**config.mk**
```make
export PLATFORM = sky130hd
export DESIGN_NAME = quoted_argument_tokenizer
export DESIGN_NICKNAME = d
export VERILOG_FILES = /design/src/hdl/qat_pkg.sv /design/src/hdl/quoted_argument_tokenizer.sv /design/src/hdl/qat_parse.sv /design/src/hdl/qat_status.sv
export VERILOG_INCLUDE_DIRS = /design/src /design/src/hdl
export SDC_FILE = /design/constraint.sdc
export NUM_CORES = 1
export LEC_CHECK = 0
export BUFFER_PORTS_ARGS = -buffer_cell sky130_fd_sc_hd__buf_2
export CAP_MARGIN = 10
export CORE_MARGIN = 10
export CORE_UTILIZATION = 40
export CTS_BUF_LIST = sky130_fd_sc_hd__clkbuf_4
export CTS_CLUSTER_SIZE = 28
export DETAILED_ROUTE_END_ITERATION = 8
export SLEW_MARGIN = 20
export SYNTH_ARGS = -nofsm -noshare
export SYNTH_HDL_FRONTEND = slang
export SYNTH_HIERARCHICAL = 1
export SYNTH_SLANG_ARGS = --single-unit
```
**constraint.sdc**
```tcl
create_clock -name clk -period 3.2 [get_ports clk]
set_clock_uncertainty 0.1 [all_clocks]
set_input_delay 0 -clock clk [delete_from_list [all_inputs] [get_ports clk]]
set_output_delay 0 -clock clk [all_outputs]
set_load 0.02 [all_outputs]
```
**src/hdl/quoted_argument_tokenizer_macros.svh**
```systemverilog
// Assertion macros for the command-line tokenizer.
// Used by the top level only; needs clk and rst in scope.
`ifndef QUOTED_ARGUMENT_TOKENIZER_MACROS_SVH
`define QUOTED_ARGUMENT_TOKENIZER_MACROS_SVH

// same-cycle implication
`define QAT_ASSERT_IMP(lbl, ante, cons) \
  lbl: assert property (@(posedge clk) disable iff (rst) (ante) |-> (cons)) \
    else $error("qat assertion failed");

// next-cycle implication
`define QAT_ASSERT_NEXT(lbl, ante, cons) \
  lbl: assert property (@(posedge clk) disable iff (rst) (ante) |=> (cons)) \
    else $error("qat assertion failed");

`endif

```
**src/hdl/qat_pkg.sv**
```systemverilog
// Shared types and constants for the command-line tokenizer.
// No dependencies.
package qat_pkg;

  localparam logic [7:0] CH_SQUOTE  = 8'h27;
  localparam logic [7:0] CH_DQUOTE  = 8'h22;
  localparam logic [7:0] CH_BSLASH  = 8'h5C;
  localparam logic [7:0] CH_SLASH   = 8'h2F;
  localparam logic [7:0] CH_PERCENT = 8'h25;
  localparam logic [7:0] CH_LOWER_S = 8'h73;

  localparam logic [1:0] PH_NONE = 2'd0;
  localparam logic [1:0] PH_OPEN = 2'd1;
  localparam logic [1:0] PH_DONE = 2'd2;

  typedef enum logic [2:0] {
    ST_OK          = 3'd0,
    ST_BAD_ESCAPE  = 3'd1,
    ST_UNTERM      = 3'd2,
    ST_EMPTY_ARGV  = 3'd3,
    ST_NUL         = 3'd4,
    ST_NO_PLACEHLD = 3'd5,
    ST_NOT_ABS     = 3'd6
  } status_t;

  typedef struct packed {
    logic       in_single_quote;
    logic       in_double_quote;
    logic       escape_pending;
    logic       argument_open;
    logic       previous_was_percent;
    logic       placeholder_seen;
    logic       nul_seen;
    logic       bad_escape_seen;
    logic [1:0] first_argument_phase;
    logic       first_char_is_slash;
    logic       first_arg_nonempty;
  } qat_state_t;

  localparam qat_state_t STATE_RESET = '0;

  typedef struct packed {
    logic       byte_present;
    logic [7:0] byte_value;
    logic       is_last;
  } qat_item_t;

  typedef struct packed {
    logic       char_valid;
    logic [7:0] out_char;
    logic       arg_end;
    logic       done_res;
  } qat_result_t;

endpackage

```
**src/hdl/quoted_argument_tokenizer.sv**
```systemverilog
// Shell-style command-line tokenizer: one input word in, one result word out.
// Each input word is registered in in_reg, and its result word in out_reg.
// Throughput: one word per cycle while out_stall is low; the parse state register closes the only loop.
// Reset (rst, synchronous): clears parse state and both stage valid flags.
// After each word marked is_last the parse state returns to its reset value.
`include "quoted_argument_tokenizer_macros.svh"
module quoted_argument_tokenizer (
  input  logic       clk,
  input  logic       rst,
  input  logic       in_valid,
  output logic       in_stall,
  input  logic       byte_present,
  input  logic [7:0] byte_value,
  input  logic       is_last,
  output logic       out_valid,
  input  logic       out_stall,
  output logic       char_valid,
  output logic [7:0] out_char,
  output logic       arg_end,
  output logic       done_res,
  output logic [2:0] status
);
  import qat_pkg::*;

  qat_item_t   in_reg;
  logic        in_reg_valid;
  qat_state_t  st;
  qat_state_t  st_post;
  qat_state_t  st_next;
  qat_result_t res;
  qat_result_t out_reg;
  status_t     res_status;
  status_t     out_status;
  logic        advance;

  assign advance  = !out_valid || !out_stall;
  assign in_stall = in_reg_valid && !advance;

  always_ff @(posedge clk) begin
    if (rst) begin
      in_reg_valid <= 1'b0;
    end else if (!in_stall) begin
      in_reg_valid <= in_valid;
    end
    if (!in_stall && in_valid) begin
      in_reg <= '{byte_present: byte_present, byte_value: byte_value, is_last: is_last};
    end
  end

  qat_parse u_parse (
    .st      (st),
    .item    (in_reg),
    .st_post (st_post),
    .res     (res)
  );

  qat_status u_status (
    .st_post (st_post),
    .is_last (in_reg.is_last),
    .status  (res_status)
  );

  assign st_next = in_reg.is_last ? STATE_RESET : st_post;

  always_ff @(posedge clk) begin
    if (rst) begin
      st        <= STATE_RESET;
      out_valid <= 1'b0;
    end else if (advance) begin
      out_valid <= in_reg_valid;
      if (in_reg_valid) begin
        st <= st_next;
      end
    end
    if (advance && in_reg_valid) begin
      out_reg    <= res;
      out_status <= res_status;
    end
  end

  assign char_valid = out_reg.char_valid;
  assign out_char   = out_reg.out_char;
  assign arg_end    = out_reg.arg_end;
  assign done_res   = out_reg.done_res;
  assign status     = out_status;

  `QAT_ASSERT_NEXT(a_reset_after_last, advance && in_reg_valid && in_reg.is_last,
                   st == STATE_RESET)
  `QAT_ASSERT_NEXT(a_char_opens_arg,
                   advance && in_reg_valid && res.char_valid && !in_reg.is_last,
                   st.argument_open)
  `QAT_ASSERT_IMP(a_status_only_done, out_valid && !done_res, status == ST_OK)
  `QAT_ASSERT_IMP(a_phase_range, 1'b1, st.first_argument_phase != 2'd3)

endmodule

```
**src/hdl/qat_parse.sv**
```systemverilog
// Per-byte tokenizer step: quote/escape handling, argument open/close, flags.
// Depends on qat_pkg.
module qat_parse (
  input  qat_pkg::qat_state_t  st,
  input  qat_pkg::qat_item_t   item,
  output qat_pkg::qat_state_t  st_post,
  output qat_pkg::qat_result_t res
);
  import qat_pkg::*;

  logic [7:0] c;
  logic       do_open;
  logic       do_append;
  logic       do_close;
  logic       blank;
  logic       unterm;

  assign c = item.byte_value;

  always_comb begin
    blank = c inside {8'h20, 8'h09, 8'h0D, 8'h0A, 8'h0C, 8'h0B};
  end

  always_comb begin
    st_post   = st;
    do_open   = 1'b0;
    do_append = 1'b0;
    do_close  = 1'b0;
    res       = '0;

    if (item.byte_present) begin
      if (st.escape_pending) begin
        st_post.escape_pending = 1'b0;
        if (st.in_double_quote && c != CH_DQUOTE && c != CH_BSLASH) begin
          st_post.bad_escape_seen = 1'b1;
        end else begin
          do_append = 1'b1;
        end
      end else if (st.in_single_quote) begin
        if (c == CH_SQUOTE) begin
          st_post.in_single_quote = 1'b0;
          do_open = 1'b1;
        end else begin
          do_append = 1'b1;
        end
      end else if (st.in_double_quote) begin
        if (c == CH_DQUOTE) begin
          st_post.in_double_quote = 1'b0;
          do_open = 1'b1;
        end else if (c == CH_BSLASH) begin
          st_post.escape_pending = 1'b1;
        end else begin
          do_append = 1'b1;
        end
      end else if (c == CH_SQUOTE) begin
        st_post.in_single_quote = 1'b1;
        do_open = 1'b1;
      end else if (c == CH_DQUOTE) begin
        st_post.in_double_quote = 1'b1;
        do_open = 1'b1;
      end else if (c == CH_BSLASH) begin
        st_post.escape_pending = 1'b1;
        do_open = 1'b1;
      end else if (blank) begin
        do_close = st.argument_open;
      end else begin
        do_append = 1'b1;
      end
    end

    // open (also implied by append)
    if ((do_open || do_append) && !st_post.argument_open) begin
      st_post.argument_open = 1'b1;
      if (st_post.first_argument_phase == PH_NONE) begin
        st_post.first_argument_phase = PH_OPEN;
      end
    end

    if (do_append) begin
      res.char_valid = 1'b1;
      res.out_char   = c;
      if (c == 8'h00) begin
        st_post.nul_seen = 1'b1;
      end
      if (st_post.previous_was_percent && c == CH_LOWER_S) begin
        st_post.placeholder_seen = 1'b1;
      end
      st_post.previous_was_percent = (c == CH_PERCENT);
      if (st_post.first_argument_phase == PH_OPEN && !st_post.first_arg_nonempty) begin
        st_post.first_arg_nonempty  = 1'b1;
        st_post.first_char_is_slash = (c == CH_SLASH);
      end
    end

    unterm = st_post.escape_pending || st_post.in_single_quote || st_post.in_double_quote;

    // end of command closes an open argument unless quoting or an escape is still open
    if (item.is_last && st_post.argument_open && !unterm) begin
      do_close = 1'b1;
    end

    if (do_close) begin
      st_post.argument_open        = 1'b0;
      st_post.previous_was_percent = 1'b0;
      if (st_post.first_argument_phase == PH_OPEN) begin
        st_post.first_argument_phase = PH_DONE;
      end
      res.arg_end = 1'b1;
    end

    res.done_res = item.is_last;
  end

endmodule

```
**src/hdl/qat_status.sv**
```systemverilog
// Final checks on the end of a command, reported by priority.
// Depends on qat_pkg.
module qat_status (
  input  qat_pkg::qat_state_t st_post,
  input  logic                is_last,
  output qat_pkg::status_t    status
);
  import qat_pkg::*;

  always_comb begin
    if (!is_last) begin
      status = ST_OK;
    end else if (st_post.bad_escape_seen) begin
      status = ST_BAD_ESCAPE;
    end else if (st_post.escape_pending || st_post.in_single_quote ||
                 st_post.in_double_quote) begin
      status = ST_UNTERM;
    end else if (!st_post.first_arg_nonempty) begin
      status = ST_EMPTY_ARGV;
    end else if (st_post.nul_seen) begin
      status = ST_NUL;
    end else if (!st_post.placeholder_seen) begin
      status = ST_NO_PLACEHLD;
    end else if (!st_post.first_char_is_slash) begin
      status = ST_NOT_ABS;
    end else begin
      status = ST_OK;
    end
  end

endmodule
```
### After elaboration in Yosys (flattened, before gate mapping)

Cells that the tools add are included.

* flip-flop bits (word level): 38
* latch bits: 0
* bits in writable memories: 0
* ROM bits: 0
* input port bits: 14
* output and inout bits: 16
* logic and storage cells: 132
* memories kept: 0

* add/sub/neg operators: 0
* multipliers: 0
* divide/modulo/power cells: 0
* $lt $le $gt $ge: 0
* equal/unequal tests: 15
* shift-type cells: 0
* muxes and demuxes: 63
* bitwise gates (word level): 2
* reductions and logical operators: 29

Operator list (number)
* 1-bit 2-to-1 mux: 43
* 8-bit by 4-bit equality test with 1-bit output, second input constant: 5
* 8-bit by 6-bit equality test with 1-bit output, second input constant: 5
* 2-bit 2-to-1 mux: 13
* 8-bit by 7-bit equality test with 1-bit output, second input constant: 2
* 3-bit 2-to-1 mux: 5
* 12-bit 2-to-1 mux: 1
* 1-bit logical AND: 10
* 9-bit 2-to-1 mux: 1
* 8-bit logical NOT: 1
* 8-bit by 6-bit != test with 1-bit output, second input constant: 1
* 8-bit by 7-bit != test with 1-bit output, second input constant: 1
* 1-bit logical NOT: 7
* 6-bit nonzero test: 1
* 1-bit logical OR: 4
* 4-bit OR reduction: 1
* 3-bit AND reduction: 1
* 3-bit nonzero test: 1
* 2-bit by 1-bit equality test with 1-bit output, second input constant: 1
* 2-bit logical NOT: 1
* 1-bit NOT: 2
* 2-bit AND reduction: 1
* 2-bit OR reduction: 1

### Logic depth before layout (Yosys ltp)

Gate-level depths: netlist of the first run.

* depth in word-level cells: 23
* depth in mapped cells: 11
* mapped depth without buffers: 8

### Hierarchy

Netlist of the first run, hierarchy kept.

By module, submodules not included
* quoted_argument_tokenizer: times used 1, cells an instance 86, area an instance 1390.1 µm², sequential area each 1001.0 µm²
* qat_parse: times used 1, cells an instance 88, area an instance 624.3 µm², sequential area each 0.0 µm²
* qat_status: times used 1, cells an instance 9, area an instance 66.3 µm², sequential area each 0.0 µm²

### Least setup slack after synthesis of the first run

Ideal clock, no wire load.

* path type: flip-flop to flip-flop
* start: register in_reg[6] (netlist name)
* end: register out_status[1] (netlist: status[1]) (data pin)
* library setup time: 0.152 ns
* data arrival time: 2.659 ns
* required time: 2.948 ns
* setup slack: 0.289 ns
* stages on the path, launching flop included: 10
* path buffers: 1
* clock period less this slack: 2.911 ns
* cells stage by stage: edfxtp_1 -> and3b_1 -> or4b_1 -> buf_2 -> a31o_1 -> a211oi_4 -> nand3b_1 -> mux2_1 -> or3b_1 -> a31oi_1

RTL lines
* start, declared: RTL line quoted_argument_tokenizer.sv:25 `qat_item_t in_reg;`
* start signal, assigned: RTL line quoted_argument_tokenizer.sv:46 `in_reg <= '{byte_present: byte_present, byte_value: byte_value, is_last: is_last};`
* end signal, assigned: RTL line quoted_argument_tokenizer.sv:77 `out_status <= res_status;`
* end, declared: RTL line quoted_argument_tokenizer.sv:33 `status_t out_status;`

==> impl_metrics.json, run 1 <==
{
  "cp_slowest_stage_delay_ns": 0.67,
  "setup_viol": 0,
  "path_cells": "nand3b_1, or4b_1, a31o_1, a211oi_4, nand3b_1, mux2_1, or3b_1, a31oi_1",
  "io_pins": 30,
  "numCtsBuffers": 5,
  "peakVddDrop_mv": 0.2025,
  "n_antenna_cell": 0,
  "fmax_mhz": 329.8,
  "status": "complete, no violations",
  "drive_gt1_share_pct": 23.25,
  "arrival_ns": 3.13,
  "via_per_inst": 5.195,
  "mappedNetlistArea_sq_um": 2081,
  "grt_use_total_pct": 10.31,
  "fp.dieW_um": 92.13,
  "period_needed_ns": 3.032,
  "crit_family": "simple AND/OR/NAND/NOR gates",
  "synth_edf_count": 24,
  "synth_cell_type_count": 53,
  "finalSetupTns_ns": 0,
  "vias": 1548,
  "syn_area_per_cell_sq_um": 11.37,
  "rsz0062_at_grt": "no",
  "die_area_sq_um": 8487,
  "critPathLaunchType": "flop",
  "period_share_pct": 94.75,
  "yosysTopAreaCellShare_pct": 34.64,
  "hp-class": "input port to flop",
  "yosys_most_used_dff": "edfxtp_1",
  "wl_mm": 4.245,
  "grt_pass1_wl_mm": 7.348,
  "crit_top_cell": "nand3b_1",
  "port_buffers": 29,
  "cp_max_fo": 6,
  "hold_viol": 0,
  "route.detailed.drc": 0,
  "worst_pin_slew_ns": 0.9830,
  "largest_reg_flops": 12,
  "crit_type": "flop to flop",
  "tritoncts": "built",
  "dpl_worst_slack_ns": 0.2316,
  "routabilityCongestion": 0.8708,
  "clkTransAtPathRegs_ns": 0.12,
  "path_buf_inv": 0,
  "placementRows": 26,
  "post_cts_buffers": 0,
  "synth-seq-cells": 38,
  "utilization_pct": 48.77,
  "synthTopCellsByArea": "edfxtp_1, dfxtp_1, mux2i_1, or3b_1, nand2b_1",
  "powerDensity_nw_per_um2": 371.7,
  "place_area_sq_um": 2281,
  "nets": 241,
  "ys_async_sr_fraction_pct": 0,
  "seq_area_frac_synth_pct": 48.11,
  "synth_common_cells": "edfxtp_1, dfxtp_1, or3b_1",
  "yosys_warnings": 6,
  "clock_tree.root_cell": "clkbuf_4",
  "first_iter_violations": 79,
  "drv_cap": 0,
  "setup_ws_ns": 0.1679,
  "yosysTopAreaCell": "edfxtp_1",
  "design.core.area_sq_um": 5075,
  "clk_latency_ns": 0.35,
  "antenna_found_initial": 0,
  "end_kind": "flop",
  "start_util_pct": 41.00,
  "leakage_nw": 0.9230,
  "area_growth_pct": 18.94,
  "synth.most_common_cell": "edfxtp_1",
  "hpwl_mm": 3.019,
  "synth_nets": 197,
  "cts_buffer_depth": 2,
  "slew_violations": 0,
  "drt-pass1-iter-count": 6,
  "ant_nets": 0,
  "die_h_um": 92.13,
  "cp.required_ns": 3.29,
  "gr-total-overflow": 0,
  "syn_inst": 183,
  "cts_max_level": 2,
  "ctsHoldBuffers": 14,
  "crit_slowest_cell": "or4b_1",
  "wl_per_cell_um": 14.24,
  "grt_max_degree": 27,
  "final_area_sq_um": 2475,
  "cts_resized": 0,
  "grt_pass1_vias": 1547,
  "cts_sinks": 38,
  "relSlewSlack_pct": 34.30
}
## worst register-to-register path, cell delays in order, from the launching register on
cell,delay [ns]
edfxtp_1,0.44
nand3b_1,0.20
or4b_1,0.67
a31o_1,0.27
a211oi_4,0.20
nand3b_1,0.12
mux2_1,0.35
or3b_1,0.36
a31oi_1,0.17
## placed cells by master, fill, tap and decap left out, types with 2 or more instances in the layout
master	instances
o31ai_1	2
nor3b_1	2
nand3_1	6
and2_1	9
a41o_1	2
nor3_1	3
nand2b_2	3
a211oi_4	2
inv_1	9
dfxtp_1	14
and4b_1	2
o21ai_0	3
mux2i_1	12
a21oi_1	3
or4b_1	2
a31o_1	2
nor2b_1	3
nand4_1	2
a211oi_1	2
nand2_1	4
nor2_1	7
a21o_1	2
nand3b_1	3
dlygate4sd3_1	14
buf_4	6
nand2b_1	12
or3b_1	13
clkbuf_4	5
edfxtp_1	24
buf_2	29
## cells by family after synthesis
group | synth area share, %
simple gates | 25.80
mux | 6.314
flops | 48.11
buf+inv | 5.351
xor+xnor | 0.4210
compound gates | 14.01
## power breakdown
part	total (mW)	switching [mW]	internal, mW
Clock	0.244	0.162	0.0817
Combinational	0.119	0.0630	0.0558
Sequential	0.557	0.0141	0.543
## final cells by class
cell class,count,area [sq um]
fill,479,2600
sequential,38,1001
multi-input combinational,124,968.4
timing repair buffer,49,330.3
tap,70,87.58
clock buffer,5,37.54
inverter,9,33.78
clock inverter,3,16.27
## routing by layer
layer | track usage [%] | vias to the layer above | wire length (um)
met5 | 0 | - | 0
met4 | 4.242 | 0 | 53
met3 | 3.423 | 5 | 221
met2 | 17.12 | 39 | 2084
met1 | 11.93 | 734 | 1885
li1 | - | 770 | -
## per-stage QoR
step / hold WS (ns) / instances / power (mW)
floorplan: -0.001131 / 183 / 0.6429
global placement: 0.07613 / 276 / 0.6741
detailed placement: 0.07814 / 276 / 0.6753
CTS: 0.09466 / 298 / 0.9306
global route: 0.1194 / 298 / 0.9654
finish: 0.1006 / 298 / 0.9199
## path summary, 6_finish.rpt
kind / start / to / slack [ns] / cells after the start
setup / recovery: in_reg[8]$_DFFE_PP_ / status[1]$_DFFE_PP_ / 0.17 / 8
hold / removal: rst / st[7]$_SDFFE_PP0P_ / 0.10 / 3
setup reg to reg: in_reg[8]$_DFFE_PP_ / status[1]$_DFFE_PP_ / 0.17 / 8
hold reg to reg: st[1]$_SDFFE_PP0P_ / st[1]$_SDFFE_PP0P_ / 0.39 / 2
Note: power is estimated with default switching activity, not from simulation.
==> inputs of run 2 (changes only) <==
--- a/config.mk
+++ b/config.mk
@@ -8,11 +8,14 @@
 export LEC_CHECK = 0
 export BUFFER_PORTS_ARGS = -buffer_cell sky130_fd_sc_hd__buf_2
 export CAP_MARGIN = 10
+export CELL_PAD_IN_SITES_DETAIL_PLACEMENT = 1
+export CELL_PAD_IN_SITES_GLOBAL_PLACEMENT = 2
 export CORE_MARGIN = 10
-export CORE_UTILIZATION = 40
+export CORE_UTILIZATION = 39
 export CTS_BUF_LIST = sky130_fd_sc_hd__clkbuf_4
 export CTS_CLUSTER_SIZE = 28
 export DETAILED_ROUTE_END_ITERATION = 8
+export PLACE_DENSITY_LB_ADDON = 0.1
 export SLEW_MARGIN = 20
 export SYNTH_ARGS = -nofsm -noshare
 export SYNTH_HDL_FRONTEND = slang
==> impl_metrics.json, run 2 (synthesized netlist as in run 1, its figures left out) <==
{
  "worst_pin_slew_ns": 0.9565,
  "cts_max_level": 2,
  "drt-pass1-iter-count": 4,
  "route.detailed.drc": 0,
  "pwr-share-seq_pct": 60.2,
  "period_needed_ns": 2.939,
  "io_pins": 30,
  "grt_max_degree": 27,
  "rsz0062_at_grt": "no",
  "tritoncts": "built",
  "wl_per_cell_um": 16.49,
  "peakVddDrop_mv": 0.2850,
  "setup_viol": 0,
  "cp-startpoint": "in_reg[8]$_DFFE_PP_",
  "cts_sinks": 38,
  "first_iter_violations": 39,
  "routabilityCongestion": 0.8701,
  "slew_violations": 0,
  "hold_start": "rst",
  "nets": 241,
  "via_per_inst": 5.252,
  "drive_gt1_share_pct": 23.68,
  "n_antenna_cell": 0,
  "reg2reg_from": "in_reg[8]$_DFFE_PP_",
  "reg2reg_slack_ns": 0.26,
  "crit_type": "flop to flop",
  "port_buffers": 29,
  "hold_viol": 0,
  "power.net_switching_mw": 0.2361,
  "period_share_pct": 91.83,
  "final_area_sq_um": 2489,
  "hp-class": "input port to flop",
  "clk_latency_ns": 0.34,
  "leakage_nw": 0.9305,
  "grt_pass1_wl_mm": 8.659,
  "gr-total-overflow": 0,
  "fmax_mhz": 340.3,
  "start_util_pct": 40.48,
  "fp.dieW_um": 93.04,
  "design.core.area_sq_um": 5140,
  "cts_buffer_depth": 2,
  "post_cts_buffers": 0,
  "final_common_cell": "buf_2",
  "status": "complete, no violations",
  "die_h_um": 93.04,
  "clkPwrFrac_pct": 26.6,
  "powerDensity_nw_per_um2": 372.7,
  "internal_power_mw": 0.6914,
  "vias": 1565,
  "numCtsBuffers": 5,
  "comb_power_share_pct": 13.2,
  "cp_max_fo": 16,
  "finalSetupTns_ns": 0,
  "clkTransAtPathRegs_ns": 0.11,
  "power.total_mw": 0.9275,
  "swShare_pct": 25.45,
  "area_growth_pct": 19.60,
  "wl_mm": 4.913,
  "final_cell_mix": "buf_2, edfxtp_1, dlygate4sd3_1, dfxtp_1, or3b_1",
  "critPathLaunchType": "flop",
  "utilization_pct": 48.42,
  "grt_pass1_vias": 1741,
  "placementRows": 26,
  "largest_reg_flops": 12,
  "grt_use_total_pct": 12.41,
  "ant_nets": 0,
  "hpwl_mm": 3.666,
  "place_area_sq_um": 2281,
  "antenna_found_initial": 0,
  "cp.required_ns": 3.31,
  "drv_cap": 0,
  "clock_tree.root_cell": "clkbuf_4",
  "die_area_sq_um": 8656,
  "relSlewSlack_pct": 36.07,
  "end_kind": "flop",
  "arrival_ns": 3.04
}
-- run 2: through the flow --
step | hold WS [ns] | setup slack (ns) | std cells
floorplan | -0.001131 | 0.2894 | 183
global placement | 0.07754 | 0.2581 | 276
detailed placement | 0.07891 | 0.1637 | 276
CTS | 0.08486 | 0.1402 | 298
global route | 0.1199 | 0.06733 | 298
finish | 0.1047 | 0.2613 | 298
-- run 2: final cells by class --
class | instances | area [sq um]
multi-input cells | 124 | 982.2
clock inverters | 2 | 8.758
clock buffers | 6 | 45.04
inverters | 9 | 33.78
repair buffers | 49 | 330.3
fillers | 578 | 2651
flip-flops and latches | 38 | 1001
well taps | 70 | 87.58
-- run 2: what timing repair did --
action,CTS,global route
resized for setup,0,3
endpoints found under the setup margin,0,2
hold endpoints to repair,12,0
hold buffers,14,0
-- run 2: worst paths after layout --
check / end / cells past startpoint
hold / removal: st[5]$_SDFFE_PP0P_ / 3
hold reg to reg: st[5]$_SDFFE_PP0P_ / 2
setup / recovery: status[1]$_DFFE_PP_ / 8
setup reg to reg: status[1]$_DFFE_PP_ / 8
-- run 2: worst max-delay path, cell delays in order, from the launching register on --
cell	delay, ns
edfxtp_1	0.44
nand3b_1	0.22
or4b_4	0.60
a31o_1	0.24
a211oi_4	0.20
buf_4	0.23
a41o_1	0.24
or3b_1	0.36
a31oi_1	0.17
-- run 2: routing by layer --
metal | global-route usage (%) | part of all wire, % | vias up | wire length (um)
li1 | - | - | 768 | -
met1 | 15.27 | 46 | 765 | 2247
met2 | 20.33 | 49 | 25 | 2400
met3 | 3.277 | 4.0 | 7 | 196
met4 | 4.627 | 1.4 | 0 | 69
met5 | 0 | 0 | - | 0
-- run 2: power groups by stage --
stage               registers (mW)  logic (mW)  clock network [mW]
CTS                          0.558       0.123               0.264
global route                 0.562       0.136               0.282
floorplan                    0.578      0.0654                   0
detailed placement           0.570       0.110                   0
finish                       0.558       0.123               0.247
global placement             0.569       0.108                   0
==> inputs of run 3 (changes only) <==
--- a/config.mk
+++ b/config.mk
@@ -15,7 +15,8 @@
 export CTS_BUF_LIST = sky130_fd_sc_hd__clkbuf_4
 export CTS_CLUSTER_SIZE = 28
 export DETAILED_ROUTE_END_ITERATION = 8
-export PLACE_DENSITY_LB_ADDON = 0.1
+export GPL_TIMING_DRIVEN = 0
+export PLACE_DENSITY = 0.87
 export SLEW_MARGIN = 20
 export SYNTH_ARGS = -nofsm -noshare
 export SYNTH_HDL_FRONTEND = slang
==> impl_metrics.json, run 3 (synthesized netlist as in run 1, its figures left out) <==
{
  "status": "complete, no violations",
  "peakVddDrop_mv": 0.2547,
  "multi_input_area_sq_um": 969.7,
  "leakage_nw": 0.9936,
  "grt_max_degree": 24,
  "dpl_worst_slack_ns": -0.07483,
  "relSlewSlack_pct": 48.25,
  "rsz0062_at_grt": "yes",
  "powerDensity_nw_per_um2": 365.4,
  "drive_gt1_share_pct": 28.28,
  "area_growth_pct": 24.35,
  "cts_buffer_depth": 2,
  "clkPwrFrac_pct": 26.4,
  "drv_cap": 0,
  "first_iter_violations": 68,
  "setup_ws_ns": 0.1006,
  "antenna_found_initial": 0,
  "fmax_mhz": 322.6,
  "via_per_inst": 5.172,
  "final_cell_mix": "buf_2, edfxtp_1, dlygate4sd3_1, dfxtp_1",
  "wl_mm": 5.045,
  "port_buffers": 29,
  "period_needed_ns": 3.099,
  "drt-pass1-iter-count": 4,
  "cp_max_fo": 10,
  "power.total_mw": 0.9455,
  "die_area_sq_um": 8656,
  "grt_pass1_vias": 1625,
  "swShare_pct": 25.76,
  "place_area_sq_um": 2313,
  "finalSetupTns_ns": 0,
  "pwr-share-seq_pct": 58.8,
  "period_share_pct": 96.86,
  "n_fill_cell": 587,
  "grt_pass1_wl_mm": 8.335,
  "clkTransAtPathRegs_ns": 0.11,
  "die_h_um": 93.04,
  "register_area_sq_um": 1001,
  "hpwl_mm": 3.470,
  "tritoncts": "built",
  "cp.required_ns": 3.38,
  "grt_use_total_pct": 12.12,
  "gr-total-overflow": 0,
  "arrival_ns": 3.28,
  "crit_type": "flop to flop",
  "slew_violations": 0,
  "io_pins": 30,
  "power.net_switching_mw": 0.2436,
  "clk_latency_ns": 0.35,
  "critPathLaunchType": "flop",
  "setup_viol": 0,
  "n_antenna_cell": 0,
  "nets": 257,
  "ant_nets": 0,
  "largest_reg_flops": 12,
  "numCtsBuffers": 5,
  "placementRows": 26,
  "wl_per_cell_um": 16.07,
  "final_common_cell": "buf_2",
  "end_kind": "flop",
  "hp-class": "input port to flop",
  "fp.dieW_um": 93.04,
  "route.detailed.drc": 0,
  "start_util_pct": 40.48,
  "clock_tree.root_cell": "clkbuf_4",
  "comb_power_share_pct": 14.8,
  "design.core.area_sq_um": 5140,
  "final_area_sq_um": 2587,
  "cts_max_level": 2,
  "routabilityCongestion": 0.8418,
  "worst_pin_slew_ns": 0.7734,
  "cts_sinks": 38,
  "internal_power_mw": 0.7019,
  "hold_viol": 0,
  "vias": 1624
}
==> run 3: changes by cell type in the layout (fill, tap and decap cells not counted) <==
| cell | delta |
|---|---|
| a31oi_2 | +1 |
| a31oi_4 | -1 |
| buf_2 | +4 |
| buf_4 | +7 |
| buf_6 | +2 |
| clkbuf_1 | +1 |
| clkbuf_2 | +1 |
| clkbuf_4 | +1 |
| mux2_1 | -1 |
| mux2_2 | +1 |
| or4b_1 | +1 |
| or4b_4 | -1 |
==> run 3: layout make-up <==
cell class / instances / share of cell area (%)
sequential: 38 / 38.68
multi-input combinational: 124 / 37.48
timing repair buffer: 53 / 13.93
tap: 70 / 3.385
buffer: 12 / 3.143
clock buffer: 6 / 1.741
inverter: 9 / 1.306
clock inverter: 2 / 0.3385
==> run 3: critical path: stages, from the launching register on <==
cell and delay [ns]:
edfxtp_1 0.37, clkbuf_4 0.19, nor4b_2 0.42, nand2_1 0.13
a2111oi_2 0.45, a211oi_4 0.14, buf_4 0.17, or4b_1 0.49
nand3_1 0.09, or3b_1 0.34, mux2i_1 0.13
==> run 3: path summary, 6_finish.rpt <==
check	startpoint	to	slack, ns	depth (start not counted)
hold / removal	byte_value[3]	in_reg[4]$_DFFE_PP_	0.26	2
setup / recovery	in_reg[4]$_DFFE_PP_	st[2]$_SDFFE_PP0P_	0.10	10
hold reg to reg	st[5]$_SDFFE_PP0P_	st[5]$_SDFFE_PP0P_	0.39	2
setup reg to reg	in_reg[4]$_DFFE_PP_	st[2]$_SDFFE_PP0P_	0.10	10
==> run 3: timing repair <==
item / CTS / global route
buffers inserted: 3 / 7
setup endpoints to repair: 1 / 6
hold buffers: 14 / 0
gates resized for setup: 0 / 5
endpoints found under the hold margin: 18 / 0
pin swaps: 1 / 2
==> run 3: metal layers <==
metal  vias up  track usage [%]  wire length [um]
met5         -                0                 0
met4         0            3.728                37
met3         4            3.917               211
met2        26            20.15              2486
met1       789            14.53              2309
li1        805                -                 -
==> run 3: power groups by stage <==
stage               Combinational (mW)  Clock, mW  Sequential (mW)
finish                           0.140      0.249            0.556
global route                     0.153      0.281            0.559
CTS                              0.132      0.258            0.557
detailed placement               0.114          0            0.568
global placement                 0.113          0            0.568
floorplan                       0.0654          0            0.578
==> run 3: per-stage QoR <==
| step | cells | hold slack [ns] | utilization (%) |
|---|---|---|---|
| global route | 314 | 0.2426 | 50.34 |
| detailed placement | 282 | 0.07844 | 45.01 |
| finish | 314 | 0.2563 | 50.34 |
| floorplan | 183 | -0.001131 | - |
| global placement | 282 | 0.07634 | 45.01 |
| CTS | 307 | 0.2440 | 49.22 |
